===== src/hw/rtl/lpg_pkg.sv =====
`default_nettype none

package lpg_pkg;

    // Fixed field widths
    localparam int PITCH_W     = 13;
    localparam int OFF_W       = 24;
    localparam int COLOR_W     = 8;
    localparam logic [PITCH_W-1:0] PITCH_RESET = 13'd640;

    // What one queued command asks of the stepper
    typedef enum logic [1:0] {
        OP_TICK = 2'd0,
        OP_LOAD = 2'd1,
        OP_DROP = 2'd2
    } t_op;

    // Line classes
    typedef enum logic [1:0] {
        KIND_HORIZ  = 2'd0,
        KIND_VERT   = 2'd1,
        KIND_COLMAJ = 2'd2,
        KIND_ROWMAJ = 2'd3
    } t_kind;

    typedef struct packed {
        t_op   op;
        t_kind kind;
        logic  step_left;
    } t_cmd_ctl;

    localparam int CTL_W = $bits(t_cmd_ctl);

endpackage

`default_nettype wire


===== src/hw/rtl/lpg_front.sv =====
`default_nettype none

module lpg_front #(
    parameter int COORD_BITS = 12
) (
    input  logic                             i_clk,
    input  logic                             i_rst_n,
    // input beat
    input  logic                             i_valid,
    output logic                             o_stall,
    input  logic                             i_new_line,
    input  logic signed [COORD_BITS:0]       i_x_start,
    input  logic signed [COORD_BITS:0]       i_y_start,
    input  logic signed [COORD_BITS:0]       i_x_finish,
    input  logic signed [COORD_BITS:0]       i_y_finish,
    input  logic [lpg_pkg::COLOR_W-1:0]      i_color_in,
    input  logic                             i_xor_in,
    input  logic [lpg_pkg::PITCH_W-1:0]      i_row_pitch,
    // command out to the queue
    output logic                             o_cmd_valid,
    input  logic                             i_cmd_ready,
    output lpg_pkg::t_cmd_ctl                o_cmd_ctl,
    output logic [COORD_BITS-1:0]            o_x1,
    output logic [COORD_BITS-1:0]            o_y1,
    output logic [COORD_BITS-1:0]            o_run,
    output logic [COORD_BITS-1:0]            o_rise,
    output logic [COORD_BITS:0]              o_count,
    output logic [lpg_pkg::OFF_W-1:0]        o_offset,
    output logic [lpg_pkg::COLOR_W-1:0]      o_color,
    output logic                             o_xor
);

    localparam int CB    = COORD_BITS;
    localparam int OFF_W = lpg_pkg::OFF_W;

    // stage 1: ordered endpoints
    logic                            r1_valid, n1_valid;
    lpg_pkg::t_op                    r1_op, n1_op;
    logic [CB-1:0]                   r1_xa, r1_ya, r1_xb, r1_yb;
    logic [CB-1:0]                   n1_xa, n1_ya, n1_xb, n1_yb;
    logic [lpg_pkg::COLOR_W-1:0]     r1_color;
    logic                            r1_xor;

    // stage 2: classified command
    logic                            r2_valid, n2_valid;
    lpg_pkg::t_cmd_ctl               r2_ctl, n2_ctl;
    logic [CB-1:0]                   r2_x1, r2_y1, r2_run, r2_rise;
    logic [CB-1:0]                   n2_run, n2_rise;
    logic [CB:0]                     r2_count, n2_count;
    logic [OFF_W-1:0]                r2_offset, n2_offset;
    logic [lpg_pkg::COLOR_W-1:0]     r2_color;
    logic                            r2_xor;

    logic adv1, adv2, accept;
    logic neg_any, keep_order;
    logic [CB-1:0] xs, ys, xf, yf;

    // elastic pipeline handshake
    assign adv2    = !r2_valid || i_cmd_ready;
    assign adv1    = !r1_valid || adv2;
    assign o_stall = !adv1;
    assign accept  = i_valid && adv1;

    assign xs = i_x_start[CB-1:0];
    assign ys = i_y_start[CB-1:0];
    assign xf = i_x_finish[CB-1:0];
    assign yf = i_y_finish[CB-1:0];

    // stage 1: sign check, top-to-bottom then left-to-right order
    always_comb begin
        neg_any    = i_x_start[CB] | i_y_start[CB] | i_x_finish[CB] | i_y_finish[CB];
        keep_order = (ys < yf) || ((ys == yf) && (xs < xf));
        if (!i_new_line) begin
            n1_op = lpg_pkg::OP_TICK;
        end else if (neg_any) begin
            n1_op = lpg_pkg::OP_DROP;
        end else begin
            n1_op = lpg_pkg::OP_LOAD;
        end
        n1_xa = keep_order ? xs : xf;
        n1_ya = keep_order ? ys : yf;
        n1_xb = keep_order ? xf : xs;
        n1_yb = keep_order ? yf : ys;
        n1_valid = accept ? 1'b1 : (adv1 ? 1'b0 : r1_valid);
    end

    always_ff @(posedge i_clk) begin
        if (!i_rst_n) begin
            r1_valid <= 1'b0;
        end else begin
            r1_valid <= n1_valid;
        end
        if (accept) begin
            r1_op    <= n1_op;
            r1_xa    <= n1_xa;
            r1_ya    <= n1_ya;
            r1_xb    <= n1_xb;
            r1_yb    <= n1_yb;
            r1_color <= i_color_in;
            r1_xor   <= i_xor_in;
        end
    end

    // stage 2: spans, class, pixel count and start offset
    always_comb begin
        n2_ctl.op        = r1_op;
        n2_ctl.step_left = r1_xb < r1_xa;
        n2_rise          = r1_yb - r1_ya;
        n2_run           = n2_ctl.step_left ? (r1_xa - r1_xb) : (r1_xb - r1_xa);
        if (n2_rise == '0) begin
            n2_ctl.kind = lpg_pkg::KIND_HORIZ;
            n2_count    = {1'b0, n2_run} + (CB+1)'(1);
        end else if (n2_run == '0) begin
            n2_ctl.kind = lpg_pkg::KIND_VERT;
            n2_count    = {1'b0, n2_rise};
        end else if (n2_run > n2_rise) begin
            n2_ctl.kind = lpg_pkg::KIND_COLMAJ;
            n2_count    = {1'b0, n2_run};
        end else begin
            n2_ctl.kind = lpg_pkg::KIND_ROWMAJ;
            n2_count    = {1'b0, n2_rise};
        end
        n2_offset = OFF_W'(r1_ya) * OFF_W'(i_row_pitch) + OFF_W'(r1_xa);
        n2_valid  = adv2 ? r1_valid : r2_valid;
    end

    always_ff @(posedge i_clk) begin
        if (!i_rst_n) begin
            r2_valid <= 1'b0;
        end else begin
            r2_valid <= n2_valid;
        end
        if (adv2 && r1_valid) begin
            r2_ctl    <= n2_ctl;
            r2_x1     <= r1_xa;
            r2_y1     <= r1_ya;
            r2_run    <= n2_run;
            r2_rise   <= n2_rise;
            r2_count  <= n2_count;
            r2_offset <= n2_offset;
            r2_color  <= r1_color;
            r2_xor    <= r1_xor;
        end
    end

    assign o_cmd_valid = r2_valid;
    assign o_cmd_ctl   = r2_ctl;
    assign o_x1        = r2_x1;
    assign o_y1        = r2_y1;
    assign o_run       = r2_run;
    assign o_rise      = r2_rise;
    assign o_count     = r2_count;
    assign o_offset    = r2_offset;
    assign o_color     = r2_color;
    assign o_xor       = r2_xor;

endmodule

`default_nettype wire


===== src/hw/rtl/lpg_queue.sv =====
`default_nettype none

module lpg_queue #(
    parameter int WIDTH = 8,
    parameter int DEPTH = 4
) (
    input  logic             i_clk,
    input  logic             i_rst_n,
    input  logic             i_push,
    input  logic [WIDTH-1:0] i_data,
    output logic             o_ready,
    output logic             o_valid,
    output logic [WIDTH-1:0] o_data,
    input  logic             i_pop
);

    localparam int PTR_W = (DEPTH > 1) ? $clog2(DEPTH) : 1;
    localparam int CNT_W = $clog2(DEPTH + 1);
    localparam logic [PTR_W-1:0] LAST_SLOT = PTR_W'(DEPTH - 1);

    logic [WIDTH-1:0] r_slot [DEPTH];
    logic [PTR_W-1:0] r_wr_ptr, n_wr_ptr;
    logic [PTR_W-1:0] r_rd_ptr, n_rd_ptr;
    logic [CNT_W-1:0] r_count, n_count;
    logic             do_push, do_pop;

    assign o_ready = r_count != CNT_W'(DEPTH);
    assign o_valid = r_count != '0;
    assign o_data  = r_slot[r_rd_ptr];
    assign do_push = i_push && o_ready;
    assign do_pop  = i_pop && o_valid;

    // pointer wrap and fill count
    always_comb begin
        n_wr_ptr = r_wr_ptr;
        n_rd_ptr = r_rd_ptr;
        n_count  = r_count;
        if (do_push) begin
            n_wr_ptr = (r_wr_ptr == LAST_SLOT) ? '0 : r_wr_ptr + PTR_W'(1);
        end
        if (do_pop) begin
            n_rd_ptr = (r_rd_ptr == LAST_SLOT) ? '0 : r_rd_ptr + PTR_W'(1);
        end
        case ({do_push, do_pop})
            2'b10:   n_count = r_count + CNT_W'(1);
            2'b01:   n_count = r_count - CNT_W'(1);
            default: n_count = r_count;
        endcase
    end

    always_ff @(posedge i_clk) begin
        if (!i_rst_n) begin
            r_wr_ptr <= '0;
            r_rd_ptr <= '0;
            r_count  <= '0;
        end else begin
            r_wr_ptr <= n_wr_ptr;
            r_rd_ptr <= n_rd_ptr;
            r_count  <= n_count;
        end
        if (do_push) begin
            r_slot[r_wr_ptr] <= i_data;
        end
    end

endmodule

`default_nettype wire


===== src/hw/rtl/lpg_back.sv =====
`default_nettype none

module lpg_back #(
    parameter int COORD_BITS = 12
) (
    input  logic                          i_clk,
    input  logic                          i_rst_n,
    // command from the queue
    input  logic                          i_cmd_valid,
    output logic                          o_cmd_pop,
    input  lpg_pkg::t_cmd_ctl             i_cmd_ctl,
    input  logic [COORD_BITS-1:0]         i_x1,
    input  logic [COORD_BITS-1:0]         i_y1,
    input  logic [COORD_BITS-1:0]         i_run,
    input  logic [COORD_BITS-1:0]         i_rise,
    input  logic [COORD_BITS:0]           i_count,
    input  logic [lpg_pkg::OFF_W-1:0]     i_offset,
    input  logic [lpg_pkg::COLOR_W-1:0]   i_color,
    input  logic                          i_xor,
    input  logic [lpg_pkg::PITCH_W-1:0]   i_row_pitch,
    // pixel beat
    output logic                          o_valid,
    input  logic                          i_stall,
    output logic [COORD_BITS-1:0]         o_pixel_x,
    output logic [COORD_BITS-1:0]         o_pixel_y,
    output logic [lpg_pkg::OFF_W-1:0]     o_pixel_offset,
    output logic [lpg_pkg::COLOR_W-1:0]   o_color_out,
    output logic                          o_combine_xor,
    output logic                          o_last_pixel
);

    localparam int CB    = COORD_BITS;
    localparam int DW    = COORD_BITS + 2;
    localparam int OFF_W = lpg_pkg::OFF_W;

    // line state; r_diff holds minor minus major accumulator
    logic                        r_active, n_active;
    lpg_pkg::t_kind              r_kind;
    logic                        r_step_left;
    logic [CB-1:0]               r_col, r_row, r_run, r_rise;
    logic [OFF_W-1:0]            r_offset;
    logic [DW-1:0]               r_diff;
    logic [CB:0]                 r_left;
    logic [lpg_pkg::COLOR_W-1:0] r_color;
    logic                        r_xor;

    // output register
    logic                        r_out_valid, n_out_valid;
    logic [CB-1:0]               r_px, r_py;
    logic [OFF_W-1:0]            r_poff;
    logic [lpg_pkg::COLOR_W-1:0] r_pcolor;
    logic                        r_pxor, r_plast;

    // step source: queue entry on load, held state on tick
    logic                        is_load, is_tick, is_drop, emit, out_free, pop;
    lpg_pkg::t_kind              s_kind;
    logic                        s_left;
    logic [CB-1:0]               s_col, s_row, s_run, s_rise;
    logic [OFF_W-1:0]            s_offset;
    logic [DW-1:0]               s_diff;
    logic [CB:0]                 s_left_dec;
    lpg_pkg::t_cmd_ctl           ctl;

    // one step of the line
    logic                        diff_pos, col_step, row_step;
    logic [DW-1:0]               diff_inc, diff_dec;
    logic [CB-1:0]               n_col, n_row;
    logic [OFF_W-1:0]            n_offset, col_delta, row_delta;
    logic [DW-1:0]               n_diff;

    assign ctl      = i_cmd_ctl;
    assign out_free = !r_out_valid || !i_stall;
    assign pop      = i_cmd_valid && out_free;
    assign is_load  = ctl.op == lpg_pkg::OP_LOAD;
    assign is_tick  = ctl.op == lpg_pkg::OP_TICK;
    assign is_drop  = ctl.op == lpg_pkg::OP_DROP;
    assign emit     = is_load || (is_tick && r_active);

    // source select
    always_comb begin
        if (is_load) begin
            s_kind     = ctl.kind;
            s_left     = ctl.step_left;
            s_col      = i_x1;
            s_row      = i_y1;
            s_run      = i_run;
            s_rise     = i_rise;
            s_offset   = i_offset;
            s_diff     = '0;
            s_left_dec = i_count - (CB+1)'(1);
        end else begin
            s_kind     = r_kind;
            s_left     = r_step_left;
            s_col      = r_col;
            s_row      = r_row;
            s_run      = r_run;
            s_rise     = r_rise;
            s_offset   = r_offset;
            s_diff     = r_diff;
            s_left_dec = r_left - (CB+1)'(1);
        end
    end

    // decide which axes step and how the accumulators move
    always_comb begin
        diff_pos = !s_diff[DW-1] && (s_diff != '0);
        col_step = 1'b0;
        row_step = 1'b0;
        diff_inc = '0;
        diff_dec = '0;
        unique case (s_kind)
            lpg_pkg::KIND_HORIZ: begin
                col_step = 1'b1;
            end
            lpg_pkg::KIND_VERT: begin
                row_step = 1'b1;
            end
            lpg_pkg::KIND_COLMAJ: begin
                col_step = 1'b1;
                row_step = diff_pos;
                diff_inc = {2'b00, s_rise};
                diff_dec = diff_pos ? {2'b00, s_run} : '0;
            end
            default: begin
                row_step = 1'b1;
                col_step = diff_pos;
                diff_inc = {2'b00, s_run};
                diff_dec = diff_pos ? {2'b00, s_rise} : '0;
            end
        endcase
        if (!col_step) begin
            n_col     = s_col;
            col_delta = '0;
        end else if (s_left) begin
            n_col     = s_col - CB'(1);
            col_delta = {OFF_W{1'b1}};
        end else begin
            n_col     = s_col + CB'(1);
            col_delta = OFF_W'(1);
        end
        n_row     = row_step ? (s_row + CB'(1)) : s_row;
        row_delta = row_step ? OFF_W'(i_row_pitch) : '0;
        n_offset  = s_offset + col_delta + row_delta;
        n_diff    = s_diff + diff_inc - diff_dec;
    end

    // active flag and output slot
    always_comb begin
        n_active = r_active;
        if (pop && is_drop) begin
            n_active = 1'b0;
        end else if (pop && emit) begin
            n_active = s_left_dec != '0;
        end
        n_out_valid = out_free ? (pop && emit) : r_out_valid;
    end

    always_ff @(posedge i_clk) begin
        if (!i_rst_n) begin
            r_active    <= 1'b0;
            r_out_valid <= 1'b0;
        end else begin
            r_active    <= n_active;
            r_out_valid <= n_out_valid;
        end
        if (pop && emit) begin
            r_kind      <= s_kind;
            r_step_left <= s_left;
            r_run       <= s_run;
            r_rise      <= s_rise;
            r_col       <= n_col;
            r_row       <= n_row;
            r_offset    <= n_offset;
            r_diff      <= n_diff;
            r_left      <= s_left_dec;
            r_px        <= s_col;
            r_py        <= s_row;
            r_poff      <= s_offset;
            r_plast     <= s_left_dec == '0;
            r_pcolor    <= is_load ? i_color : r_color;
            r_pxor      <= is_load ? i_xor : r_xor;
            if (is_load) begin
                r_color <= i_color;
                r_xor   <= i_xor;
            end
        end
    end

    assign o_cmd_pop      = pop;
    assign o_valid        = r_out_valid;
    assign o_pixel_x      = r_px;
    assign o_pixel_y      = r_py;
    assign o_pixel_offset = r_poff;
    assign o_color_out    = r_pcolor;
    assign o_combine_xor  = r_pxor;
    assign o_last_pixel   = r_plast;

endmodule

`default_nettype wire


===== src/hw/rtl/line_pixel_generator.sv =====
`default_nettype none

// Line pixel generator. A beat with new_line set loads two endpoints, a color
// and a write-or-xor flag and yields the line's first pixel; each later beat
// with new_line clear yields the next pixel, with last_pixel on the final one.
// A negative coordinate drops the line, and a new line replaces an unfinished
// one. Rate: one input beat per cycle unless the output stalls, one pixel per
// beat. The front end orders and classifies endpoints and forms the start
// offset (one multiply by row_pitch), a four-entry queue decouples it from the
// stepper, and the stepper's accumulator and offset update sets the per-pixel
// rate. row_pitch is to be written by the user through the config port only
// while idle; the block itself does not enforce this.
module line_pixel_generator #(
    parameter int COORD_BITS = 12
) (
    input  logic                          i_clk,
    input  logic                          i_rst_n,
    // input channel
    input  logic                          i_valid,
    output logic                          o_stall,
    input  logic                          i_new_line,
    input  logic signed [COORD_BITS:0]    i_x_start,
    input  logic signed [COORD_BITS:0]    i_y_start,
    input  logic signed [COORD_BITS:0]    i_x_finish,
    input  logic signed [COORD_BITS:0]    i_y_finish,
    input  logic [lpg_pkg::COLOR_W-1:0]   i_color_in,
    input  logic                          i_xor_in,
    // output channel
    output logic                          o_valid,
    input  logic                          i_stall,
    output logic [COORD_BITS-1:0]         o_pixel_x,
    output logic [COORD_BITS-1:0]         o_pixel_y,
    output logic [lpg_pkg::OFF_W-1:0]     o_pixel_offset,
    output logic [lpg_pkg::COLOR_W-1:0]   o_color_out,
    output logic                          o_combine_xor,
    output logic                          o_last_pixel,
    // config write channel
    input  logic                          i_cfg_valid,
    output logic                          o_cfg_ready,
    input  logic [lpg_pkg::PITCH_W-1:0]   i_cfg_data
);

    localparam int CB      = COORD_BITS;
    localparam int Q_DEPTH = 4;
    localparam int DATA_W  = 4 * CB + (CB + 1) + lpg_pkg::OFF_W + lpg_pkg::COLOR_W + 1;
    localparam int Q_W     = lpg_pkg::CTL_W + DATA_W;

    logic [lpg_pkg::PITCH_W-1:0] r_row_pitch;

    logic                        f_valid, q_ready, q_valid, q_pop;
    lpg_pkg::t_cmd_ctl           f_ctl, q_ctl;
    logic [CB-1:0]               f_x1, f_y1, f_run, f_rise;
    logic [CB-1:0]               q_x1, q_y1, q_run, q_rise;
    logic [CB:0]                 f_count, q_count;
    logic [lpg_pkg::OFF_W-1:0]   f_offset, q_offset;
    logic [lpg_pkg::COLOR_W-1:0] f_color, q_color;
    logic                        f_xor, q_xor;
    logic [Q_W-1:0]              q_in, q_out;

    // pitch register, always writable
    assign o_cfg_ready = 1'b1;

    always_ff @(posedge i_clk) begin
        if (!i_rst_n) begin
            r_row_pitch <= lpg_pkg::PITCH_RESET;
        end else if (i_cfg_valid && o_cfg_ready) begin
            r_row_pitch <= i_cfg_data;
        end
    end

    lpg_front #(
        .COORD_BITS (COORD_BITS)
    ) u_front (
        .i_clk       (i_clk),
        .i_rst_n     (i_rst_n),
        .i_valid     (i_valid),
        .o_stall     (o_stall),
        .i_new_line  (i_new_line),
        .i_x_start   (i_x_start),
        .i_y_start   (i_y_start),
        .i_x_finish  (i_x_finish),
        .i_y_finish  (i_y_finish),
        .i_color_in  (i_color_in),
        .i_xor_in    (i_xor_in),
        .i_row_pitch (r_row_pitch),
        .o_cmd_valid (f_valid),
        .i_cmd_ready (q_ready),
        .o_cmd_ctl   (f_ctl),
        .o_x1        (f_x1),
        .o_y1        (f_y1),
        .o_run       (f_run),
        .o_rise      (f_rise),
        .o_count     (f_count),
        .o_offset    (f_offset),
        .o_color     (f_color),
        .o_xor       (f_xor)
    );

    // command queue between front end and stepper
    assign q_in = {f_ctl, f_x1, f_y1, f_run, f_rise, f_count, f_offset, f_color, f_xor};

    lpg_queue #(
        .WIDTH (Q_W),
        .DEPTH (Q_DEPTH)
    ) u_queue (
        .i_clk   (i_clk),
        .i_rst_n (i_rst_n),
        .i_push  (f_valid),
        .i_data  (q_in),
        .o_ready (q_ready),
        .o_valid (q_valid),
        .o_data  (q_out),
        .i_pop   (q_pop)
    );

    assign {q_ctl, q_x1, q_y1, q_run, q_rise, q_count, q_offset, q_color, q_xor} = q_out;

    lpg_back #(
        .COORD_BITS (COORD_BITS)
    ) u_back (
        .i_clk          (i_clk),
        .i_rst_n        (i_rst_n),
        .i_cmd_valid    (q_valid),
        .o_cmd_pop      (q_pop),
        .i_cmd_ctl      (q_ctl),
        .i_x1           (q_x1),
        .i_y1           (q_y1),
        .i_run          (q_run),
        .i_rise         (q_rise),
        .i_count        (q_count),
        .i_offset       (q_offset),
        .i_color        (q_color),
        .i_xor          (q_xor),
        .i_row_pitch    (r_row_pitch),
        .o_valid        (o_valid),
        .i_stall        (i_stall),
        .o_pixel_x      (o_pixel_x),
        .o_pixel_y      (o_pixel_y),
        .o_pixel_offset (o_pixel_offset),
        .o_color_out    (o_color_out),
        .o_combine_xor  (o_combine_xor),
        .o_last_pixel   (o_last_pixel)
    );

endmodule

`default_nettype wire

===== config.mk =====
export PLATFORM = sky130hd
export DESIGN_NAME = line_pixel_generator
export DESIGN_NICKNAME = d
export VERILOG_FILES = /design/src/hw/rtl/lpg_pkg.sv /design/src/hw/rtl/lpg_front.sv /design/src/hw/rtl/lpg_queue.sv /design/src/hw/rtl/lpg_back.sv /design/src/hw/rtl/line_pixel_generator.sv
export SDC_FILE = /design/constraint.sdc
export NUM_CORES = 1
export LEC_CHECK = 0
export BUFFER_PORTS_ARGS = -buffer_cell sky130_fd_sc_hd__buf_2
export CAP_MARGIN = 10
export CORE_UTILIZATION = 66
export DETAILED_ROUTE_END_ITERATION = 8
export PLACE_DENSITY = 0.84
export SKIP_CTS_REPAIR_TIMING = 1
export SLEW_MARGIN = 5
export SYNTH_ARGS = -nofsm -noshare
export SYNTH_HDL_FRONTEND = slang
export SYNTH_SLANG_ARGS = --single-unit

===== constraint.sdc =====
create_clock -name i_clk -period 17.8 [get_ports i_clk]
set_input_delay 3.56 -clock i_clk [delete_from_list [all_inputs] [get_ports i_clk]]
set_output_delay 3.56 -clock i_clk [all_outputs]
set_load 0.01 [all_outputs]

==> flow_summary.ini, run 1 <==
[critical_path]
critPathMaxFanout = 35
end_kind = flop
worstPathArrival_ns = 8.49
critPathKind = flop to flop
rrSetupSlack_ns = 9.67
critical_path_required_ns = 18.16
cp-start-kind = flop

[logic_synthesis]
postSynthAreaPerCell_um2 = 13.5
synthFlopType = edfxtp_1
syn_inst = 2904
async_flop_share = 0
synth_edf_count = 714
synth_area_um2 = 39100
syn-num-nets = 3340
synth_top_area_share = 0.549
ys_seq_area_frac = 0.562
ys_ff_latch = 740
yosys.area.top_type = edfxtp_1
yosysWarnings = 0
synthDistinctLibCells = 86
ys_top_cells_by_area = edfxtp_1, fa_1, ha_1

[power]
p_sw_w = 0.00286
p_sw_frac = 0.373
pwr-share-seq = 0.338
pwr-share-comb = 0.442
p_clk_frac = 0.220
irDropWorstVdd_mv = 0.137
leakagePower_nw = 17.0
p_per_area_nw_per_um2 = 177
p_int_w = 0.00480
p_total_w = 0.00766

[die]
rows = 88
die-area_um2 = 60200
die_x_um = 245
dieHeight_um = 245
ios = 141
start_util = 0.672
core_area_um2 = 58100

[timing]
finalCritPeriodShare = 0.457
drv_slew = 0
setup_tns_ns = 0
clock_skew_ns = 0.0333
setup_viol = 0
finalHoldViolations = 0
period_needed_ns = 8.13
max_slew.worst_pin.slew_ns = 1.05
whs_ns = 0.421
fmax_mhz = 123
relSlewSlack = 0.301
rsz0062_at_grt = no

[clocking]
tritoncts = built
htree_levels = 3
clockBufferDepth = 3
cts_buffers = 75
path_clk_slew_ns = 0.06
clk_latency_ns = 0.65
clock_sinks = 740
cts-root-buf = clkbuf_16

[flow_run]
maxCapViolCount = 0

[final_layout]
antenna_cells = 0
layout.nets = 3484
fill_cells = 3429
multiInputGateArea_um2 = 15400
drive_above_1_share = 0.148
register_area_um2 = 22000
final_common_cell = edfxtp_1
final_cell_mix = edfxtp_1, inv_1, nand2_1, ha_1, fa_1
syn2layout_area_growth_pct = 10.6

[detailed_routing]
wl_per_cell_um = 23.1
first_iter_violations = 2519
vias = 24200
detail_route.first_pass.iterations = 6
wirelength_mm = 89.3
routed_via_density = 6.26
ant_nets = 0
drcViolationCount = 0

[global_routing]
overflow = 0
grt_pass1_vias = 25100
grtUsageTotal = 0.306
grt_pass1_wl_mm = 139
grt_max_degree = 81
antenna_found_initial = 1

[worst_hold_path]
hp-class = flop to flop

[placed_design]
portBuffers = 139
hpwl_mm = 58.3
routabilityCongestion = 0.892

[run_status]
status = complete, no violations
-- metrics by stage --
stage,utilization,std cells,area (um2),worst slack [ns]
after CTS,0.743,3867,43200,9.62
final,0.743,3867,43200,9.67
after floorplan,-,2904,39100,9.99
after global placement,0.698,3736,40600,10.19
after detailed placement,0.698,3736,40600,9.91
after global routing,0.743,3867,43200,9.27
-- Yosys cell counts (all sizes together), types with 10 or more instances --
master	number
edfxtp	714
inv	364
nand2	336
ha	205
fa	151
nor2	114
mux4	99
and2	90
a21oi	73
xnor2	73
clkbuf	69
mux2i	55
mux2	52
o21ai	52
nor3	46
a21o	34
nor2b	34
buf	28
nand3	28
xor2	27
dfxtp	26
or3	23
o21a	21
and3	19
nor4	15
nand4	12
o31ai	12
a31oi	11
nand2b	10
o21bai	10
-- worst max-delay path, cell delays in order (launching register included) --
cell and delay (ns):
dfxtp_4 0.66, mux4_2 0.67, nand2b_2 0.11, buf_4 0.35, nand2_1 0.18, ha_1 0.21
o21ai_1 0.13, a31oi_2 0.11, buf_4 0.21, nor2_1 0.76, inv_1 0.62, fa_1 0.65
inv_1 0.06, ha_1 0.24, fa_1 0.49, a21o_1 0.22, a21o_1 0.20, a21oi_1 0.19
o21ai_0 0.16, a21oi_1 0.25, nor4b_1 0.40, o31ai_1 0.24, a221o_1 0.39, a21oi_1 0.18
xnor2_1 0.12
-- state kept, by name, indices dropped and copies added (netlist names), 13 cells and up, named ones only --
signal	count
u_queue.r_slot	396
u_back.o_pixel_offset	24
u_back.r_offset	24
u_front.o_offset	24
u_back.r_diff	14
r_row_pitch	13
u_back.r_left	13
u_front.o_count	13
-- power by group through the flow --
stage	combinational (W)	clock, W	sequential, W
2_1_floorplan	0.00250	0	0.00256
3_3_place_gp	0.00313	0	0.00259
3_5_place_dp	0.00329	0	0.00261
4_1_cts	0.00335	0.00170	0.00258
5_1_grt	0.00373	0.00176	0.00260
6_report	0.00339	0.00168	0.00259
-- worst paths after layout --
path / depth (start not counted) / startpoint / endpoint
max: 24 / flop / u_back.r_offset[23]$_DFFE_PP_
min: 0 / u_front.r1_color[6]$_DFFE_PP_ / u_front.o_color[6]$_DFFE_PP_
max reg2reg: 24 / flop / u_back.r_offset[23]$_DFFE_PP_
min reg2reg: 0 / u_front.r1_color[6]$_DFFE_PP_ / u_front.o_color[6]$_DFFE_PP_
-- cells by family (layout without fill, tap and decap cells) --
kind of cell | after synthesis | after routing | synth area share
xor gates and xnor gates | 101 | 101 | 0.0230
AOI/OAI and AO/OA | 280 | 280 | 0.0478
and+or+nand+nor | 758 | 758 | 0.0918
muxes | 206 | 206 | 0.0866
adders and majority gates | 356 | 356 | 0.143
buffers and inverters | 462 | 660 | 0.0457
other | 1 | 1 | 0.0000960
DFF | 740 | 740 | 0.562
-- per-layer routing --
metal / vias to the layer above / GRT usage / wire, um
met5: - / 0 / 11
met4: 2 / 0.107 / 2950
met3: 245 / 0.0625 / 7950
met2: 1291 / 0.490 / 42400
met1: 12100 / 0.420 / 36000
li1: 10600 / - / -
-- layout make-up --
type                            count  area share
Clock inverter                     45      0.0162
Inverter                          365      0.0317
Timing Repair Buffer              164      0.0204
Multi-Input combinational cell   1702       0.356
Sequential cell                   740       0.508
Clock buffer                       86      0.0448
Tap cell                          765      0.0221
(Power assumes the default switching activity.)
==> run 2: changes to the inputs <==
--- a/config.mk
+++ b/config.mk
@@ -7,9 +7,9 @@
 export LEC_CHECK = 0
 export BUFFER_PORTS_ARGS = -buffer_cell sky130_fd_sc_hd__buf_2
 export CAP_MARGIN = 10
-export CORE_UTILIZATION = 66
+export CORE_UTILIZATION = 63
 export DETAILED_ROUTE_END_ITERATION = 8
-export PLACE_DENSITY = 0.84
+export PLACE_DENSITY = 0.81
 export SKIP_CTS_REPAIR_TIMING = 1
 export SLEW_MARGIN = 5
 export SYNTH_ARGS = -nofsm -noshare
==> constraint.sdc (replaced) <==
create_clock -name i_clk -period 7.6 [get_ports i_clk]
set_input_delay 1.52 -clock i_clk [delete_from_list [all_inputs] [get_ports i_clk]]
set_output_delay 1.52 -clock i_clk [all_outputs]
set_load 0.01 [all_outputs]
==> run 2 against run 1 <==
- setup slack got worse by 9.2 ns
- combinational power increased by 130%
- wire length decreased by 1.7%
- register-to-register slack got worse by 9.2 ns
- total power increased by 130%
- first-iteration DRC count decreased by 1.3%
- non-clock buffer count rose by 5
- critical path depth is 2 lower
- cell count is 0.88% higher
- die area grew 4.7%
- clock-buffer cell count grew 8
- maximum frequency grew 14%
- critical path type unchanged
==> flow_summary.ini, run 2 (synthesis results as in run 1) <==
[timing]
setup_viol = 0
fmax_mhz = 141
finalHoldViolations = 0
finalCritPeriodShare = 0.936
drv_slew = 0
max_slew.worst_pin.slew_ns = 1.24
clock_skew_ns = 0.0314
rsz0062_at_grt = no
period_needed_ns = 7.11
relSlewSlack = 0.171
setup_tns_ns = 0

[clocking]
path_clk_slew_ns = 0.06
cts_buffers = 77
tritoncts = built
clock_sinks = 740
clockBufferDepth = 3
clk_latency_ns = 0.65
htree_levels = 3
cts-root-buf = clkbuf_16

[power]
p_total_w = 0.0178
leakagePower_nw = 17.0
irDropWorstVdd_mv = 0.289
p_per_area_nw_per_um2 = 411

[final_layout]
fin_cells = 3901
drive_above_1_share = 0.153
regMostFlops = u_queue.r_slot
finalInstanceArea_um2 = 43300
antenna_cells = 0
final_common_cell = edfxtp_1
largest_reg_flops = 396
final_cell_mix = edfxtp_1, inv_1, nand2_1, ha_1, fa_1
layout.nets = 3491
syn2layout_area_growth_pct = 10.7
fill_cells = 3853

[detailed_routing]
routed_via_density = 6.10
met2WireLength_mm = 41.5
first_iter_violations = 2485
wl_met3_mm = 7.57
drcViolationCount = 0
detail_route.first_pass.iterations = 7
wl_per_cell_um = 22.5
wirelength_mm = 87.8
routed.top_layer = met4
vias = 23800
ant_nets = 0
m1WireLength_mm = 36.5

[global_routing]
grtUsageTotal = 0.286
antenna_found_initial = 1
grt_pass1_vias = 24600
grt_pass1_wl_mm = 137
grt_max_degree = 70
overflow = 0

[die]
core_area_um2 = 60800
start_util = 0.643
die-area_um2 = 63000
rows = 90
die_x_um = 251
dieHeight_um = 251
ios = 141

[worst_hold_path]
whs_endpoint = u_front.o_color[3]$_DFFE_PP_
min_path_cells = 0
min-delay-start = u_front.r1_color[3]$_DFFE_PP_
hp-class = flop to flop

[critical_path]
end_kind = flop
r2r-end = u_back.r_offset[23]$_DFFE_PP_
cp-start-kind = flop
worstPathArrival_ns = 7.50
rrSetupSlack_ns = 0.49
critPathKind = flop to flop
r2r_cells = 22
critPathMaxFanout = 13
critical_path_required_ns = 7.99

[placed_design]
dpl.cell_count = 3758
portBuffers = 139
routabilityCongestion = 0.901
hpwl_mm = 59.0
place_area_um2 = 40600

[run_status]
status = complete, no violations

[flow_run]
maxCapViolCount = 0
==> run 2: worst max-delay path by stage <==
stage          start                            end  slack, ns  cells past startpoint
3_5_place_dp    flop  u_back.r_offset[23]$_DFFE_PP_       0.23                     22
2_1_floorplan   flop  u_back.r_offset[23]$_DFFE_PP_       0.36                     28
3_3_place_gp    flop  u_back.r_offset[23]$_DFFE_PP_       0.47                     22
6_report        flop  u_back.r_offset[23]$_DFFE_PP_       0.49                     22
5_1_grt         flop  u_back.r_offset[23]$_DFFE_PP_       0.33                     22
4_1_cts         flop  u_back.r_offset[23]$_DFFE_PP_       0.14                     22
==> run 2: layout make-up <==
cell class,count,area [um2],area share
sequential,740,22000,0.508
multi-input combinational,1702,15400,0.356
clock buffer,94,2060,0.0477
inverter,365,1370,0.0317
tap,782,978,0.0226
timing repair buffer,169,921,0.0213
clock inverter,49,558,0.0129
==> run 2: power breakdown <==
part,internal [W],switching [W],total [W]
clock network,0.00221,0.00164,0.00386
logic,0.00325,0.00466,0.00791
registers,0.00567,0.000342,0.00602
total,0.0111,0.00665,0.0178
==> run 2: worst max-delay path, cell delays in order (launching register included) <==
cell and delay [ns]:
dfxtp_4 0.51, mux4_2 0.63, nor2b_4 0.31, mux2i_1 0.12, buf_4 0.20, inv_1 0.13
a31oi_2 0.14, nor2_2 0.55, inv_1 0.54, fa_1 0.64, inv_1 0.05, ha_1 0.21
fa_1 0.46, a21o_1 0.20, a21o_1 0.21, a21oi_1 0.23, o21ai_0 0.18, a21oi_1 0.27
nor4b_1 0.40, o31ai_1 0.23, a221o_1 0.38, a21oi_1 0.18, xnor2_1 0.09
==> run 2: routing by layer <==
metal	GRT usage	up-vias
li1	-	10600
met1	0.407	11800
met2	0.458	1160
met3	0.0448	175
met4	0.0922	0
met5	0	-
==> run 2: stage by stage <==
step / worst slack (ns) / util / hold WS [ns]
2_1_floorplan: 0.356 / - / 0.400
3_3_place_gp: 0.466 / 0.668 / 0.403
4_1_cts: 0.139 / 0.711 / 0.419
3_5_place_dp: 0.226 / 0.668 / 0.405
6_report: 0.486 / 0.711 / 0.419
5_1_grt: 0.335 / 0.711 / 0.421
